`config.mk`:
```
export PLATFORM = sky130hd
export DESIGN_NAME = elf_note_build_id_extractor
export DESIGN_NICKNAME = d
export VERILOG_FILES = /design/src/design/enbid_pkg.sv /design/src/design/enbid_parse.sv /design/src/design/elf_note_build_id_extractor.sv
export SDC_FILE = /design/constraint.sdc
export NUM_CORES = 1
export LEC_CHECK = 0
export BUFFER_PORTS_ARGS = -buffer_cell sky130_fd_sc_hd__buf_2
export CAP_MARGIN = 5
export CORE_UTILIZATION = 63
export DETAILED_ROUTE_END_ITERATION = 6
export PLACE_DENSITY = 0.8
export SLEW_MARGIN = 30
export SYNTH_ARGS = -nofsm -noshare
export SYNTH_HDL_FRONTEND = slang
export SYNTH_SLANG_ARGS = --single-unit
```
`constraint.sdc`:
```
create_clock -name clk -period 4.5 [get_ports clk]
set_input_delay 0.45 -clock clk [delete_from_list [all_inputs] [get_ports clk]]
set_output_delay 0.45 -clock clk [all_outputs]
set_load 0.1 [all_outputs]
```
`src/design/enbid_pkg.sv`:
```
package enbid_pkg;

    // note layout
    localparam int HEADER_BYTES = 12;
    localparam int NOTE_ALIGN   = 4;
    localparam int NAME_BYTES   = 4;

    // padded sizes need one bit more than the 32-bit header fields
    localparam int SIZE_W = 33;

    // type of a build id note, as it appears little-endian in the header
    localparam logic [31:0] BUILD_ID_TYPE = 32'd3;

    // "GNU" and its terminating zero, first byte in the low lane
    localparam logic [31:0] GNU_NAME = 32'h00_55_4E_47;

    // result codes
    typedef enum logic [1:0] {
        KIND_BYTE  = 2'd0,
        KIND_EMPTY = 2'd1,
        KIND_NONE  = 2'd2,
        KIND_TRUNC = 2'd3
    } kind_t;

    typedef struct packed {
        kind_t       kind;
        logic [7:0]  id_byte;
        logic        last;
    } result_t;

endpackage

```
`src/design/enbid_parse.sv`:
```
module enbid_parse (
    input  logic                clk,
    input  logic                rst_n,
    input  logic                step,
    input  logic [7:0]          data_byte,
    input  logic                end_of_section,
    output logic                res_valid,
    output enbid_pkg::result_t  res
);

    typedef enum logic [2:0] {
        PH_HEADER,
        PH_NAME,
        PH_DESC,
        PH_SKIP,
        PH_DONE
    } phase_t;

    localparam int SW = enbid_pkg::SIZE_W;
    localparam logic [SW-1:0] ALIGN_ADD  = SW'(enbid_pkg::NOTE_ALIGN - 1);
    localparam logic [SW-1:0] ALIGN_MASK = ~ALIGN_ADD;
    localparam logic [3:0] HDR_LAST   = 4'(enbid_pkg::HEADER_BYTES - 1);
    localparam logic [3:0] TYPE_FIRST = 4'(8);
    localparam logic [3:0] DESC_FIRST = 4'(4);
    localparam logic [2:0] NAME_CMP   = 3'(enbid_pkg::NAME_BYTES);

    phase_t          phase_reg,      phase_next;
    logic [3:0]      hdr_count_reg,  hdr_count_next;
    logic [31:0]     name_raw_reg,   name_raw_next;
    logic [31:0]     desc_raw_reg,   desc_raw_next;
    logic [SW-1:0]   desc_pad_reg,   desc_pad_next;
    logic            type_ok_reg,    type_ok_next;
    logic [SW-1:0]   bytes_left_reg, bytes_left_next;
    logic [2:0]      name_pos_reg,   name_pos_next;
    logic            match_reg,      match_next;

    logic [SW-1:0]   name_pad;
    logic [SW-1:0]   desc_pad_c;
    logic [7:0]      type_byte;
    logic            desc_go;
    logic [SW-1:0]   desc_len;
    logic            match_now;
    logic            closed;
    logic            left_one;

    // padded sizes, valid once the size fields are complete
    assign name_pad   = ({1'b0, name_raw_reg} + ALIGN_ADD) & ALIGN_MASK;
    assign desc_pad_c = ({1'b0, desc_raw_reg} + ALIGN_ADD) & ALIGN_MASK;
    assign type_byte  = enbid_pkg::BUILD_ID_TYPE[8*hdr_count_reg[1:0] +: 8];
    assign left_one   = (bytes_left_reg == SW'(1));

    // per-byte parse step
    always_comb
    begin
        phase_next      = phase_reg;
        hdr_count_next  = hdr_count_reg;
        name_raw_next   = name_raw_reg;
        desc_raw_next   = desc_raw_reg;
        desc_pad_next   = desc_pad_reg;
        type_ok_next    = type_ok_reg;
        bytes_left_next = bytes_left_reg;
        name_pos_next   = name_pos_reg;
        match_next      = match_reg;

        res_valid   = 1'b0;
        res.kind    = enbid_pkg::KIND_BYTE;
        res.id_byte = '0;
        res.last    = 1'b0;

        desc_go   = 1'b0;
        desc_len  = desc_pad_reg;
        match_now = match_reg;
        closed    = 1'b0;

        case (phase_reg)
            PH_HEADER:
            begin
                // assemble the little-endian header fields
                if (hdr_count_reg < DESC_FIRST)
                begin
                    name_raw_next[8*hdr_count_reg[1:0] +: 8] = data_byte;
                end
                else if (hdr_count_reg < TYPE_FIRST)
                begin
                    desc_raw_next[8*hdr_count_reg[1:0] +: 8] = data_byte;
                end
                else
                begin
                    type_ok_next = ((hdr_count_reg == TYPE_FIRST) || type_ok_reg)
                                   && (data_byte == type_byte);
                end

                if (hdr_count_reg == HDR_LAST)
                begin
                    hdr_count_next = '0;
                    desc_pad_next  = desc_pad_c;
                    name_pos_next  = '0;
                    match_now      = type_ok_reg && (data_byte == type_byte)
                                     && (name_pad != '0);
                    match_next     = match_now;
                    if (name_pad != '0)
                    begin
                        bytes_left_next = name_pad;
                        phase_next      = PH_NAME;
                    end
                    else
                    begin
                        desc_go  = 1'b1;
                        desc_len = desc_pad_c;
                    end
                end
                else
                begin
                    hdr_count_next = hdr_count_reg + 4'd1;
                end
            end

            PH_NAME:
            begin
                // compare the leading name bytes against "GNU\0"
                if (name_pos_reg < NAME_CMP)
                begin
                    if (data_byte != enbid_pkg::GNU_NAME[8*name_pos_reg[1:0] +: 8])
                    begin
                        match_now = 1'b0;
                    end
                    name_pos_next = name_pos_reg + 3'd1;
                end
                match_next      = match_now;
                bytes_left_next = bytes_left_reg - SW'(1);
                if (left_one)
                begin
                    desc_go = 1'b1;
                end
            end

            PH_DESC:
            begin
                res_valid       = 1'b1;
                res.id_byte     = data_byte;
                bytes_left_next = bytes_left_reg - SW'(1);
                if (left_one)
                begin
                    res.last   = 1'b1;
                    phase_next = PH_DONE;
                end
            end

            PH_SKIP:
            begin
                bytes_left_next = bytes_left_reg - SW'(1);
                if (left_one)
                begin
                    phase_next = PH_HEADER;
                end
            end

            default:
            begin
                closed = 1'b1;
            end
        endcase

        // name done: start or skip the descriptor, report an empty id, or go to the next header
        if (desc_go)
        begin
            if (match_now && (desc_len == '0))
            begin
                res_valid   = 1'b1;
                res.kind    = enbid_pkg::KIND_EMPTY;
                res.id_byte = '0;
                res.last    = 1'b1;
                phase_next  = PH_DONE;
            end
            else if (desc_len != '0)
            begin
                bytes_left_next = desc_len;
                phase_next      = match_now ? PH_DESC : PH_SKIP;
            end
            else
            begin
                phase_next = PH_HEADER;
            end
        end

        // section end: status result unless the id already closed, then parser reset
        if (end_of_section)
        begin
            if (!closed && (phase_next != PH_DONE))
            begin
                res_valid   = 1'b1;
                res.kind    = ((phase_next == PH_HEADER) && (hdr_count_next == '0))
                              ? enbid_pkg::KIND_NONE : enbid_pkg::KIND_TRUNC;
                res.id_byte = '0;
                res.last    = 1'b1;
            end
            phase_next      = PH_HEADER;
            hdr_count_next  = '0;
            type_ok_next    = 1'b0;
            bytes_left_next = '0;
            name_pos_next   = '0;
            match_next      = 1'b1;
        end
    end

    // parser control state
    always_ff @(posedge clk or negedge rst_n)
    begin
        if (!rst_n)
        begin
            phase_reg      <= PH_HEADER;
            hdr_count_reg  <= '0;
            bytes_left_reg <= '0;
            name_pos_reg   <= '0;
            match_reg      <= 1'b1;
            type_ok_reg    <= 1'b0;
        end
        else if (step)
        begin
            phase_reg      <= phase_next;
            hdr_count_reg  <= hdr_count_next;
            bytes_left_reg <= bytes_left_next;
            name_pos_reg   <= name_pos_next;
            match_reg      <= match_next;
            type_ok_reg    <= type_ok_next;
        end
    end

    // header field capture
    always_ff @(posedge clk)
    begin
        if (step)
        begin
            name_raw_reg <= name_raw_next;
            desc_raw_reg <= desc_raw_next;
            desc_pad_reg <= desc_pad_next;
        end
    end

endmodule

```
`src/design/elf_note_build_id_extractor.sv`:
```
// Build id extractor for an ELF note section.
// Input channel: one section byte per request on data_byte, with
// end_of_section set on the section's last byte; in_valid / in_stall.
// Output channel: kind, id_byte, last; out_valid / out_stall. Each input
// byte gives zero or one result: id bytes of the first GNU build id note
// (kind 0, last on the final one), or one status result with last set
// (kind 1 empty id, 2 no build id note, 3 section cut off inside a record).
// Bytes after a complete id are dropped up to the section end.
// Each accepted byte is held in the input register; the parse step works
// combinationally from the input register, updates its state and writes
// the result register at the next edge.
// Throughput: one byte per cycle while the receiver does not stall.
// When the receiver stalls, the result register holds; the input register
// still takes a byte if it is empty and then raises in_stall until the
// result drains.
// Reset clears both registers' valid flags and returns the parser to the
// start of a section; every end_of_section, after its result, does the latter.
module elf_note_build_id_extractor (
    input  logic               clk,
    input  logic               rst_n,
    input  logic               in_valid,
    output logic               in_stall,
    input  logic [7:0]         data_byte,
    input  logic               end_of_section,
    output logic               out_valid,
    input  logic               out_stall,
    output logic [1:0]         kind,
    output logic [7:0]         id_byte,
    output logic               last
);

    logic                in_valid_reg;
    logic [7:0]          in_data_reg;
    logic                in_eos_reg;
    logic                out_valid_reg;
    enbid_pkg::result_t  out_reg;

    logic                advance;
    logic                step;
    logic                in_take;
    logic                res_valid;
    enbid_pkg::result_t  res;

    // handshake control
    assign advance  = !out_valid_reg || !out_stall;
    assign step     = in_valid_reg && advance;
    assign in_stall = in_valid_reg && !advance;
    assign in_take  = in_valid && !in_stall;

    // input register
    always_ff @(posedge clk or negedge rst_n)
    begin
        if (!rst_n)
        begin
            in_valid_reg <= 1'b0;
        end
        else if (in_take)
        begin
            in_valid_reg <= 1'b1;
        end
        else if (step)
        begin
            in_valid_reg <= 1'b0;
        end
    end

    always_ff @(posedge clk)
    begin
        if (in_take)
        begin
            in_data_reg <= data_byte;
            in_eos_reg  <= end_of_section;
        end
    end

    // parse step
    enbid_parse u_parse (
        .clk            (clk),
        .rst_n          (rst_n),
        .step           (step),
        .data_byte      (in_data_reg),
        .end_of_section (in_eos_reg),
        .res_valid      (res_valid),
        .res            (res)
    );

    // result register
    always_ff @(posedge clk or negedge rst_n)
    begin
        if (!rst_n)
        begin
            out_valid_reg <= 1'b0;
        end
        else if (advance)
        begin
            out_valid_reg <= step && res_valid;
        end
    end

    always_ff @(posedge clk)
    begin
        if (step && res_valid)
        begin
            out_reg <= res;
        end
    end

    assign out_valid = out_valid_reg;
    assign kind      = out_reg.kind;
    assign id_byte   = out_reg.id_byte;
    assign last      = out_reg.last;

endmodule

```
* Word level (Yosys, flattened, before mapping)
Index checks and enable logic that the tools add are counted.
Storage, ports and cells: register bits 162, input port bits 13, output and inout bits 13, logic and storage cells 130
Cells by class: $add $sub $neg 6, magnitude comparators 3, eq/ne operators 13, shift-type cells 4, mux-type cells 55, bitwise logic cells 1, reductions and logical operators 32
Operator list (count):
- $mux W33 | 9
- $add A32 B2 Y33 const B | 2
- $pmux W33 S2 | 1
- $reduce_bool A33 Y1 | 2
- $bwmux W32 | 2
- $shiftx A32 B6 Y8 const A | 2
- $neg A5 Y34 | 1
- $shift A8 B34 Y32 const A | 1
- $shiftx A8 B34 Y32 | 1
- $eq A33 B1 Y1 const B | 1
- $logic_not A33 Y1 | 1
- $mux W11 | 3
- $mux W3 | 11
- $sub A33 B1 Y33 const B | 1
- $mux W1 | 20
- $mux W4 | 3
- $reduce_and A4 Y1 | 3
- $logic_and A1 B1 Y1 | 10
- $mux W10 | 1
- $mux W9 | 1
- $pmux W3 S3 | 1
- $eq A4 B4 Y1 const B | 2
- $eq A8 B8 Y1 | 1
- $ne A8 B8 Y1 | 1
- other kinds (22) | 33

* Depth between registers and ports, before layout
Gate-level depths: netlist of run 1.
depth in word-level cells 15, gate-level depth with buffers 14

* Cells and area by module
A second synthesis of run 1 with hierarchy kept.
Unflattened totals: cells, all modules 978, area total of the unflattened synthesis 9795.6 sq um
Modules (own cells, without submodules):
- enbid_parse | instances 1, cells each 947, area each 9096.2 sq um, sequential area each 3980.1 sq um
- elf_note_build_id_extractor | instances 1, cells each 31, area each 699.4 sq um, sequential area each 650.6 sq um

* Worst setup path after synthesis of run 1
OpenSTA, ideal clock, no wires.
kind register to register, start register u_parse.name_raw_reg[12], end register out_reg (netlist bit id_byte[0]) (enable), setup time 378 ps, arrival time 3258 ps, setup slack 863 ps, stages on the path, launching flop included 14, clock period less this slack 3637 ps, path through edfxtp_1 > and3_1 > buf_2 > and4_1 > clkbuf_1 > a211o_1 > a2bb2o_1 > a2111oi_4 > nand3_2 > buf_6 > buf_2 > a211oi_1 > nor2_1 > nor2_1
On the way: longest elaborated chain between the ends 14, elaborated cells on any way between the ends 28
Ends and longest elaborated chain:
- from (decl) | line enbid_parse.sv:29 | logic [31:0] name_raw_reg, name_raw_next;
- from (signal assigned) | line enbid_parse.sv:234 | name_raw_reg <= name_raw_next;
- $add A32 B2 Y33 (*) | line enbid_parse.sv:47 | assign name_pad = ({1'b0, name_raw_reg} + ALIGN_ADD) & ALIGN_MASK;
- $reduce_bool A33 Y1 (*) | line enbid_parse.sv:99, enbid_parse.sv:101
- $mux W33 or $logic_and A1 B1 Y1 (tied branches) | line enbid_parse.sv:101, enbid_parse.sv:99
- $mux W33 or $mux W1 (tied branches) | line enbid_parse.sv:93 | if (hdr_count_reg == HDR_LAST)
- $mux W33 or $pmux W1 S2 (tied branches) | line enbid_parse.sv:75 | case (phase_reg)
- $reduce_bool A33 Y1, or another cell as far along | line enbid_parse.sv:175 | else if (desc_len != '0)
- $mux W3 or $logic_and A1 B1 Y1 (tied branches) | line enbid_parse.sv:175, enbid_parse.sv:167
- $mux W3 | line enbid_parse.sv:167 | if (match_now && (desc_len == '0))
- $mux W3 | line enbid_parse.sv:165 | if (desc_go)
- $ne A3 B3 Y1 | line enbid_parse.sv:189 | if (!closed && (phase_next != PH_DONE))
- $logic_and A1 B1 Y1 | line enbid_parse.sv:189
- $mux W1 | line enbid_parse.sv:189
- $mux W1 (*) | line enbid_parse.sv:187 | if (end_of_section)
- $logic_and A1 B1 Y1 (*) | line elf_note_build_id_extractor.sv:102 | if (step && res_valid)
- to (signal assigned) | line elf_note_build_id_extractor.sv:104 | out_reg <= res;
- to (decl) | line elf_note_build_id_extractor.sv:36 | enbid_pkg::result_t out_reg;
Mark *: on every way between the ends. The rest lies on a longest branch, timed or not. A chain may end at the register's enable or synchronous reset.

==> impl_summary.md, run 1 <==
STA
Counting I/O delays and the setup requirement, the final critical path takes 4.05 ns. After layout, the worst setup slack is 0.450 ns. The setup clock skew after layout is between 0.008 and 0.009 ns. Of the available clock period, the critical path in the final layout requires 0.900. The setup violation total in the final timing report is 0.

Setup repair after global routing left no endpoint under its margin. The final count of hold timing violations is 0. The fmax is approximately 250 MHz. The tightest hold margin is 0.0310 ns. The final count of pins violating max slew was 0. For the pin with the worst max-slew slack, the measured transition is around 0.84 ns. The setup TNS is 0 ns. The relative slew slack is 0.435.

Clocking
The hold buffer count at CTS is 0. The tree is rooted in a sky130_fd_sc_hd__clkbuf_16. The H-tree generated during clock tree synthesis spans 4 levels. The buffer count from post-CTS setup fixing is 0. No sink is reached through more buffers than the 2 on the longest clock path.

For this design, the sink count on the clock tree is around 160. After clock tree synthesis, the clock-pin slew on the worst setup and hold paths is around 0.07 ns. The post-cts resize count is 0. The clock insertion delay at the later pin of the skew report is ~0.43 ns.

The total clock buffers created by CTS is 17. TritonCTS built the clock tree.

Cells and area
The number of flip-flops in the largest register is 33. The sequential cells in the finished layout cover a total of ~4600 um2. In the layout the commonest cells are 115 x sky130_fd_sc_hd__edfxtp_1, 75 x sky130_fd_sc_hd__nand2_1, 60 x sky130_fd_sc_hd__nor2_1. The number of fillers in the final layout is around 1200. The library cell used most frequently in the layout, excluding fill and tap cells, is sky130_fd_sc_hd__edfxtp_1. The multi-input combinational cell area is just under 5000 um2. The count of inserted antenna diode cells is 0. The layout cell share with drive strength beyond 1 is 0.0982.

The number of nets in the finished design is slightly above 1000. The area added between synthesis and finish is 8.47%.

Die
The die outline height is ~130 um. The area enclosed by the die boundary is 16000 um2. Measured along the x axis, the die boundary spans 127 um. The floorplan has 45 rows. The starting density of the core is 0.646. In this run the standard cell core region covers about 15000 um2.

26 I/O pins were placed.

Route
The total number of vias is ~8100. The final layout contains routed wiring with a total length of approximately 26000 um. The first TritonRoute pass finished after 5 iterations. The number of violations reported at the end of detailed-routing iteration 0 is 1373. The remaining antenna violation count after routing is 0.

The number of design rule violations left after detail routing is 0. The via count normalized by instance count is between 6 and 7. After detailed routing, the average wire length per cell comes to ~22 um.

Placed design
Once detailed placement completed, the half-perimeter wirelength came to ~20000 um. The last weighted congestion value of the routability-driven placer is 0.944. Timing analysis after detailed placement gives a worst setup slack of about 0.56 ns.

The count of buffers inserted at the top-level ports is 25.

Worst setup path
The most prevalent standard cell on the critical path is sky130_fd_sc_hd__nand3_1. The most critical setup path has its startpoint at u_parse.name_raw_reg[3]$_DFFE_PP_. The startpoint identified for the worst register-to-register timing path is u_parse.name_raw_reg[3]$_DFFE_PP_. The arrival time at the worst endpoint is between 4 and 5 ns. The longest individual stage delay on the worst path is around 0.56 ns. Walking the worst path, the cells encountered are o2111a_1, nand3_1, nor4_2, nand3_1, a2111oi_4, nand3_2, mux2_4, nand2_1, a21oi_1, and2_1. At the worst endpoint, the required time is ~4.8 ns. For the worst flop-to-flop path, the logic depth is 10. The master of the slowest instance on the critical path is sky130_fd_sc_hd__a21oi_1. The critical path is of the flop to flop type. The maximum fanout along the worst path is 26. The sort of element at the end of the critical path is a flop. The worst setup path is launched from a flop.

GRT
The first global-routing pass estimated ~41000 um of wire. The total overflow left after global routing is 0. The number of global-route vias before repair is 7431. Across every metal layer, demand over resource in global routing totals 0.340. The initial antenna violation count is 2. Entering global routing, the biggest net connects 48 pins.

Pwr
Summed over all cells, the static leakage comes to 4.08 nW. Across the VDD grid, the largest voltage drop is ~300 uV. The power per unit of standard cell area is about 360 nW/um2.

Synth
The synthesized netlist cell count is 974. Synthesis produced a netlist with a net count of 1003. After synthesis, the netlist uses between 70 and 80 different library cells. The fraction of the yosys area taken by sequential cells is 0.474. In this run, synthesis inferred 115 flip-flops with an integrated enable.

The average size of a mapped cell is about 10 um2. Summing every instance area after synthesis gives 9780 um2. The Yosys warning count is 0. The async set-or-reset flop fraction in the synthesized netlist is 0.290. The most used flip-flop cell after synthesis is sky130_fd_sc_hd__edfxtp_1. In this run, synthesis produced a sequential element count of around 160.

Run
The tool flagged a number of max-cap violations equal to 0.

Run status
The flow ran to the end, and the final reports show no timing, DRC or antenna violations.

Worst hold path
The min-delay analysis places its worst path in the category primary input to asynchronous set/reset pin.
## worst max-delay path: cells and delay by family (launching register included)
kind               cells  cell delay [ns]
and+or+nand+nor        6             1.48
AOI/OAI and AO/OA      3             1.49
muxes                  1             0.48
DFF                    1             0.46
## worst paths after layout
check                                                               to  slack (ns)
max in group asynchronous       u_parse.bytes_left_reg[29]$_DFFE_PN0P_        4.05
worst max register to register                    id_byte[5]$_DFFE_PP_        0.45
min in group clk                              in_data_reg[7]$_DFFE_PP_        0.19
worst max-delay path                              id_byte[5]$_DFFE_PP_        0.45
worst min-delay path             u_parse.bytes_left_reg[0]$_DFFE_PN0P_        0.03
worst min register to register           u_parse.match_reg$_DFFE_PN1P_        0.51
## cells in the mapped netlist (5+ instances only)
cell type	n	area [um2]
sky130_fd_sc_hd__or2_2	7	43.8
sky130_fd_sc_hd__a22o_1	23	201
sky130_fd_sc_hd__inv_1	23	86.3
sky130_fd_sc_hd__nor3_1	32	160
sky130_fd_sc_hd__o211ai_1	6	45.0
sky130_fd_sc_hd__and3_1	28	175
sky130_fd_sc_hd__buf_2	11	55.1
sky130_fd_sc_hd__a21oi_1	33	165
sky130_fd_sc_hd__nor2b_1	5	31.3
sky130_fd_sc_hd__nand4_1	25	156
sky130_fd_sc_hd__or3_1	19	119
sky130_fd_sc_hd__o21ai_0	36	180
sky130_fd_sc_hd__and2_1	52	325
sky130_fd_sc_hd__o31ai_1	5	37.5
sky130_fd_sc_hd__a22oi_1	8	60.1
sky130_fd_sc_hd__o22ai_1	9	56.3
sky130_fd_sc_hd__a211oi_1	13	97.6
sky130_fd_sc_hd__xnor2_1	43	377
sky130_fd_sc_hd__o2bb2ai_1	6	52.6
sky130_fd_sc_hd__ha_1	16	200
sky130_fd_sc_hd__dfrtp_1	46	1150
sky130_fd_sc_hd__nand2_1	75	282
sky130_fd_sc_hd__or4_1	8	60.1
sky130_fd_sc_hd__nand2b_1	7	43.8
sky130_fd_sc_hd__edfxtp_1	115	3450
sky130_fd_sc_hd__and4_1	5	43.8
sky130_fd_sc_hd__nand3_1	46	230
sky130_fd_sc_hd__nor4_1	29	181
sky130_fd_sc_hd__mux2i_1	34	340
sky130_fd_sc_hd__xor2_1	20	175
sky130_fd_sc_hd__a211o_1	5	43.8
sky130_fd_sc_hd__a31oi_1	9	56.3
sky130_fd_sc_hd__o21ai_1	12	60.1
sky130_fd_sc_hd__clkbuf_1	31	116
sky130_fd_sc_hd__nor2_1	62	233
## final cells by class
| cell class | count | area share |
|---|---|---|
| clock inverter | 14 | 0.0111 |
| clock buffer | 18 | 0.0405 |
| multi-input combinational | 741 | 0.459 |
| tap | 188 | 0.0222 |
| sequential | 162 | 0.437 |
| timing repair buffer | 39 | 0.0219 |
| inverter | 24 | 0.00849 |
## routing by layer
layer | up-vias | part of all wire | track usage
met5 | - | 0.0011 | 0
met4 | 4 | 0.022 | 0.105
met3 | 50 | 0.094 | 0.0671
met2 | 477 | 0.45 | 0.512
met1 | 3872 | 0.44 | 0.499
li1 | 3711 | - | -
## cells by family after synthesis
group,count (synthesis),synth area share
and+or+nand+nor,422,0.235
adders and majority gates,16,0.0205
DFF,162,0.474
buffers and inverters,71,0.0303
xor gates and xnor gates,63,0.0564
muxes,40,0.0424
AOI/OAI and AO/OA,200,0.142
## through the flow
step	instances	util	total power, W	instance area (um2)
5_1_grt	1186	0.700	0.00399	10600
6_report	1186	0.700	0.00385	10600
2_1_floorplan	974	-	0.00228	9780
3_5_place_dp	1154	0.664	0.00249	10100
4_1_cts	1186	0.700	0.00384	10600
3_3_place_gp	1154	0.664	0.00247	10100
## power by group
part | switching [W] | internal [W]
Clock | 0.000642 | 0.000724
Sequential | 0.000137 | 0.00172
Combinational | 0.000433 | 0.000198
(Power assumes the default switching activity.)
==> run 2, diff against run 1 <==
BUFFER_PORTS_ARGS = -buffer_cell sky130_fd_sc_hd__buf_4   (was -buffer_cell sky130_fd_sc_hd__buf_2)
CAP_MARGIN = 20   (was 5)
==> impl_summary.md, run 2 (synthesis gave the netlist of run 1 again) <==
Pwr
The share of total power dissipated in combinational logic is 0.162. For this design the static power due to leakage is roughly 4.1 nW. The internal power of the cells totals around 0.0027 W.

The total power draw is approximately 0.004 W. The maximum vdd ir drop is 295 uV. Of the total power, the clock network draws 0.364. For this design the ratio of total power to cell area is 366 nW/um2. The power dissipated by switching net loads is 0.00122 W. The portion of total power attributed to sequential cells is 0.474. Of the total power, the share spent switching nets is 0.311.

STA
For the pin with the worst max-slew slack, the measured transition is 0.825 ns. Setup repair after global routing left no endpoint under its margin. Based on the critical path, the design can be clocked at up to around 250 MHz. After layout, the minimum clock period comes to between 4 and 5 ns. For the final routed database, the setup TNS stands at 0 ns.

The final count of pins violating max slew was 0. The setup clock skew after layout is around 0.015 ns. Measured against its own limit, the worst slew margin works out to 0.446. Of the available clock period, the critical path in the final layout requires 0.898. Setup violations remaining at the end of the flow were counted as 0.

Setup slack on the critical path of the routed design comes to around 0.46 ns. The tightest hold margin is around 0.022 ns. The final count of hold timing violations is 0.

Worst setup path
The kind of cell with the highest combined delay on the critical path is compound AO/OA/AOI/OAI gates. The most prevalent standard cell on the critical path is sky130_fd_sc_hd__nand3_1. Traced cell by cell, the critical path runs through o2111a_1, nand3_1, nor4_2, nand3_1, a2111oi_4, nand3_2, mux2_4, nand2_1, a21oi_1, and2_1. The maximum fanout along the worst path is 23. The setup path with the least slack is of type flop to flop. STA puts the critical path data required time at 4.81 ns. STA puts the critical path data arrival time at 4.35 ns. The sort of element at the end of the critical path is a flop.

The largest single stage delay on the critical path is 0.55 ns. The master of the slowest instance on the critical path is sky130_fd_sc_hd__a21oi_1. The nature of the critical path startpoint is a flop.

The critical path buffer and inverter count is 0.

Cells and area
Counting the fill cells in the layout gives 1123. The repair_antennas step left the layout with diodes totalling 0. The finished cells cover 10700 um2.

In the layout the commonest cells are 115 x sky130_fd_sc_hd__edfxtp_1, 75 x sky130_fd_sc_hd__nand2_1, 60 x sky130_fd_sc_hd__nor2_1. In the final layout, the share of cells above drive strength 1 is 0.100. In the final design database the tool counted a little over 1000 nets.

The number of flip-flops in the largest register is 33. Compared with the post-synthesis result, the final layout area differs by 9.44%. Leaving out fill and tap cells, the most frequent cell in the layout is sky130_fd_sc_hd__edfxtp_1.

Placed design
Summing all placed instances gives a cell area of 10100 um2. Port buffering added 25 buffers. Once detailed placement completed, the half-perimeter wirelength came to just under 20000 um. Timing analysis after detailed placement gives a worst setup slack of around 0.56 ns. The last weighted congestion value of the routability-driven placer is around 0.96.

Run status
The run finished, with violations left. The checks that failed: design-rule violations.

GRT
The first global-routing pass estimated 41700 um of wire. Entering global routing, the biggest net connects 50 pins. The initial antenna violation count is 1. The number of global-route vias before repair was 7498. The total global routing track utilization is 0.350. The sum of overflow across all layers after global routing is 0.

Clocking
After clock tree synthesis, the setup repair step added 0 buffers. The post-cts resize count is 0. The total number of H-tree levels is 4. After clock tree synthesis, the clock-pin slew on the worst setup and hold paths is approximately 0.070 ns. The total clock buffers created by CTS is 17. The clock net sink count is about 160. The master cell of the clock root buffer is sky130_fd_sc_hd__clkbuf_16. The clock tree from TritonCTS is yes. After clock tree synthesis, the flow added hold-fix buffers numbering 0. At the later pin of the worst-skew pair, clock insertion delay measures 0.44 ns. The maximum buffer depth of the clock tree is 2.

Route
For this run, design rule violations remaining after detail routing come to 6. The average wire per standard cell is between 20 and 25 um. Dividing the detail-routed via count by the number of cells gives around 6.8. For this block, the routed nets add up to ~27000 um of wire. Once detail routing completed, the nets flagged for antenna violations numbered 0.

The number of iterations in the first detailed-routing pass is 7. The total number of vias is 8085. In this run, the number of DRC markers left after iteration 0 of detailed routing was 1098.

Die
The area enclosed by the die boundary is 16000 um2. In this run the core area contains 45 standard-cell rows. For this configuration, the core starts out at a cell density of 0.646. The die outline height is roughly 130 um. The total area inside the core boundary comes to around 15000 um2. In this run the count of I/O pins placed on the die edge is 26. Measured along the x axis, the die boundary spans roughly 130 um.

Run
The max-capacitance violation count is 0.

Worst hold path
The tightest min-delay check is of the primary input to asynchronous set/reset pin type.
==> run 2: metrics by stage <==
step / util / instances
after detailed placement: 0.668 / 1155
after global placement: 0.668 / 1155
after floorplan: - / 974
after CTS: 0.706 / 1187
after global routing: 0.706 / 1187
final: 0.706 / 1187
==> run 2: power by group through the flow <==
| stage | sequential, W | clock, W | combinational, W |
|---|---|---|---|
| floorplan | 0.00187 | 0 | 0.000411 |
| global placement | 0.00187 | 0 | 0.000607 |
| detailed placement | 0.00188 | 0 | 0.000615 |
| CTS | 0.00185 | 0.00143 | 0.000620 |
| global route | 0.00187 | 0.00147 | 0.000691 |
| finish | 0.00186 | 0.00142 | 0.000636 |
==> run 2: path summary, 6_finish.rpt <==
check	start	slack [ns]	depth (start not counted)	end
worst max-delay path	u_parse.name_raw_reg[3]$_DFFE_PP_	0.46	10	id_byte[3]$_DFFE_PP_
worst min-delay path	rst_n	0.02	1	u_parse.bytes_left_reg[0]$_DFFE_PN0P_
worst max register to register	u_parse.name_raw_reg[3]$_DFFE_PP_	0.46	10	id_byte[3]$_DFFE_PP_
worst min register to register	u_parse.name_pos_reg[2]$_DFFE_PN0P_	0.50	1	u_parse.name_pos_reg[2]$_DFFE_PN0P_
max in group asynchronous	rst_n	4.04	1	u_parse.bytes_left_reg[19]$_DFFE_PN0P_
min in group clk	data_byte[7]	0.17	1	in_data_reg[7]$_DFFE_PP_
==> run 2: final cells by class <==
class,count,area (um2),area share
clock inverter,15,149,0.0139
multi-input combinational,741,4870,0.455
clock buffer,17,425,0.0398
tap,188,235,0.0220
timing repair buffer,40,300,0.0281
inverter,24,90.1,0.00842
sequential,162,4630,0.433
==> run 2: per-layer routing <==
layer / global-route usage / vias up / share of wire
met5: 0 / - / 0
met1: 0.487 / 3840 / 0.42
met2: 0.537 / 486 / 0.45
li1: - / 3703 / -
met4: 0.120 / 0 / 0.024
met3: 0.0856 / 56 / 0.10
==> run 3, diff against run 2 <==
clock period = 4.3 ns   (was 4.5 ns; I/O delays follow)
==> impl_summary.md, run 3 (synthesis gave the netlist of run 1 again) <==
Run status
The flow ran to the end, and the final reports show no timing, DRC or antenna violations.

Run
The max-capacitance violation count is 0.

Die
The starting density of the core is 0.646. The floorplan step defined a die boundary enclosing between 15000 and 20000 um2. Measured along the x axis, the die boundary spans 127 um.

The cell row count is 45. 26 I/O pins were placed. In this run the vertical extent of the chip is about 130 um. The total area inside the core boundary comes to around 15000 um2.

Clocking
TritonCTS created 17 clock buffers. The clock tree from TritonCTS is yes. CTS saw approximately 160 sinks.

The clock passes through at most 2 buffers. After clock tree synthesis, the clock-pin slew on the worst setup and hold paths is roughly 0.06 ns. Clock latency on the worst-skew pair, taken at its later pin, is ~0.43 ns. The buffer count from post-CTS setup fixing is 0. The hold buffer count at CTS is 0. The total number of H-tree levels is 4. The post-cts resize count is 0. The tree is rooted in a sky130_fd_sc_hd__clkbuf_16.

Worst setup path
The worst setup path is captured at a flop. The arrival time at the worst endpoint is about 4.2 ns. The classification of the worst setup path is flop to flop. The worst endpoint required time is between 4 and 5 ns. The maximum fanout along the worst path is 24.

STA classifies the critical path startpoint as a flop.

Cells and area
In the layout the commonest cells are 115 x sky130_fd_sc_hd__edfxtp_1, 75 x sky130_fd_sc_hd__nand2_1, 60 x sky130_fd_sc_hd__nor2_1. The area growth from synthesis to layout is 10.1%. The library cell used most frequently in the layout, excluding fill and tap cells, is sky130_fd_sc_hd__edfxtp_1. The core utilization of the finished layout is 0.711.

The number of flip-flops in the largest register is 33. The filler cells instantiated in the layout total between 1000 and 1500. The layout cell share with drive strength beyond 1 is 0.0991.

The count of inserted antenna diode cells is 0. In the final design database the tool counted 1015 nets.

Placed design
Routability-driven placement finished with a final weighted congestion of 0.958. The HPWL after detailed placement is between 15000 and 20000 um. The worst slack at placement is 0.355 ns. In this run the tool buffered the top-level ports with 25 buffer cells.

Route
The number of design rule violations left after detail routing is 0. The routed layout has between 8000 and 9000 vias. Using the TritonRoute via totals, the vias-per-cell ratio works out to ~7. After detailed routing, the average wire length per cell comes to roughly 22 um.

The remaining antenna violation count after routing is 0. After detailed routing, the total wire length is around 26000 um. The first TritonRoute pass finished after 5 iterations. The number of violations reported at the end of detailed-routing iteration 0 is approximately 1300.

STA
Setup repair after global routing left no endpoint under its margin. The final count of hold timing violations was 0. The setup slack of the critical path after layout is about 0.4 ns. Hold timing on the final database bottoms out at a slack of around 0.018 ns. The final count of pins violating max slew is 0. Setup violations remaining at the end of the flow were counted as 0.

The setup TNS is 0 ns. The relative slew slack is 0.405. The transition at the pin with the smallest max-transition slack is around 0.89 ns. The final critical delay including setup and external delays is slightly below 4 ns. The setup clock skew after layout is about 0.0090 ns. Timing would allow up to 256 MHz. The final cycle utilization of the critical path is 0.909.

GRT
The number of global-route vias before repair was roughly 7400. The total global routing track utilization is 0.339. For this run the aggregate overflow at the end of global routing stands at 0. The initial antenna violation count is 0. The pin count of the biggest net entering global routing is 48.

The first global-routing pass estimated about 40000 um of wire.

Pwr
Across the VDD grid, the largest voltage drop is slightly above 400 uV. Summing internal, switching and leakage power gives around 0.0042 W. The static leakage is 4.15 nW.

In this run the power density over the cells is just under 400 nW/um2.

Worst hold path
The path class of the tightest hold or removal check is primary input to asynchronous set/reset pin.
## run 3: changes by cell type in the layout (fill, tap and decap cells not counted), sizes merged
| cell | previous run | this run |
|---|---|---|
| clkbuf | 17 | 18 |
| bufinv | 1 | 4 |
| clkinv | 7 | 4 |
| clkinvlp | 1 | 0 |
## run 3: layer usage
layer,up-vias,routed length [um],global-route usage
met5,-,0,0
met1,3878,11200,0.498
met4,0,634,0.128
met2,491,11700,0.503
met3,56,2450,0.0616
li1,3709,-,-
## run 3: area by class of cell
class	instances	area, um2	share of cell area
inverters	24	90.1	0.00837
clock inverters	14	201	0.0187
flip-flops and latches	162	4630	0.430
multi-input cells	741	4870	0.452
repair buffers	40	313	0.0290
well taps	188	235	0.0218
clock buffers	18	429	0.0399
## run 3: through the flow
step,area [um2],std cells
final,10800,1187
after floorplan,9780,974
after global placement,10100,1155
after detailed placement,10100,1155
after CTS,10800,1187
after global routing,10800,1187
## run 3: report_power, final
part | total, W | switching, W | internal [W] | leakage [nW]
clock | 0.00163 | 0.000651 | 0.000984 | 0.310
combinational | 0.000663 | 0.000449 | 0.000214 | 2.15
sequential | 0.00194 | 0.000139 | 0.00180 | 1.69
total | 0.00424 | 0.00124 | 0.00300 | 4.15
## run 3: critical path: stages, from the launching register on
cell	delay [ns]
sky130_fd_sc_hd__edfxtp_1	0.42
sky130_fd_sc_hd__o2111a_1	0.51
sky130_fd_sc_hd__nand3_2	0.27
sky130_fd_sc_hd__o31a_1	0.38
sky130_fd_sc_hd__a2111oi_0	0.48
sky130_fd_sc_hd__and4_1	0.38
sky130_fd_sc_hd__nand3_2	0.22
sky130_fd_sc_hd__mux2_4	0.49
sky130_fd_sc_hd__buf_4	0.22
sky130_fd_sc_hd__inv_2	0.09
sky130_fd_sc_hd__a21oi_1	0.05
sky130_fd_sc_hd__o41ai_1	0.28
## run 3: path summary, 6_finish.rpt
path                                                      from                                endpoint  slack [ns]  cells past startpoint
hold / removal                                           rst_n   u_parse.bytes_left_reg[1]$_DFFE_PN0P_        0.02                      1
setup reg to reg             u_parse.name_raw_reg[2]$_DFFE_PP_  u_parse.bytes_left_reg[32]$_DFFE_PN0P_        0.39                     11
hold reg to reg            u_parse.name_pos_reg[2]$_DFFE_PN0P_     u_parse.name_pos_reg[2]$_DFFE_PN0P_        0.51                      1
max in group asynchronous                                rst_n  u_parse.bytes_left_reg[27]$_DFFE_PN0P_        3.88                      1
setup / recovery             u_parse.name_raw_reg[2]$_DFFE_PP_  u_parse.bytes_left_reg[32]$_DFFE_PN0P_        0.39                     11
min in group clk                                  data_byte[5]                in_data_reg[5]$_DFFE_PP_        0.17                      1
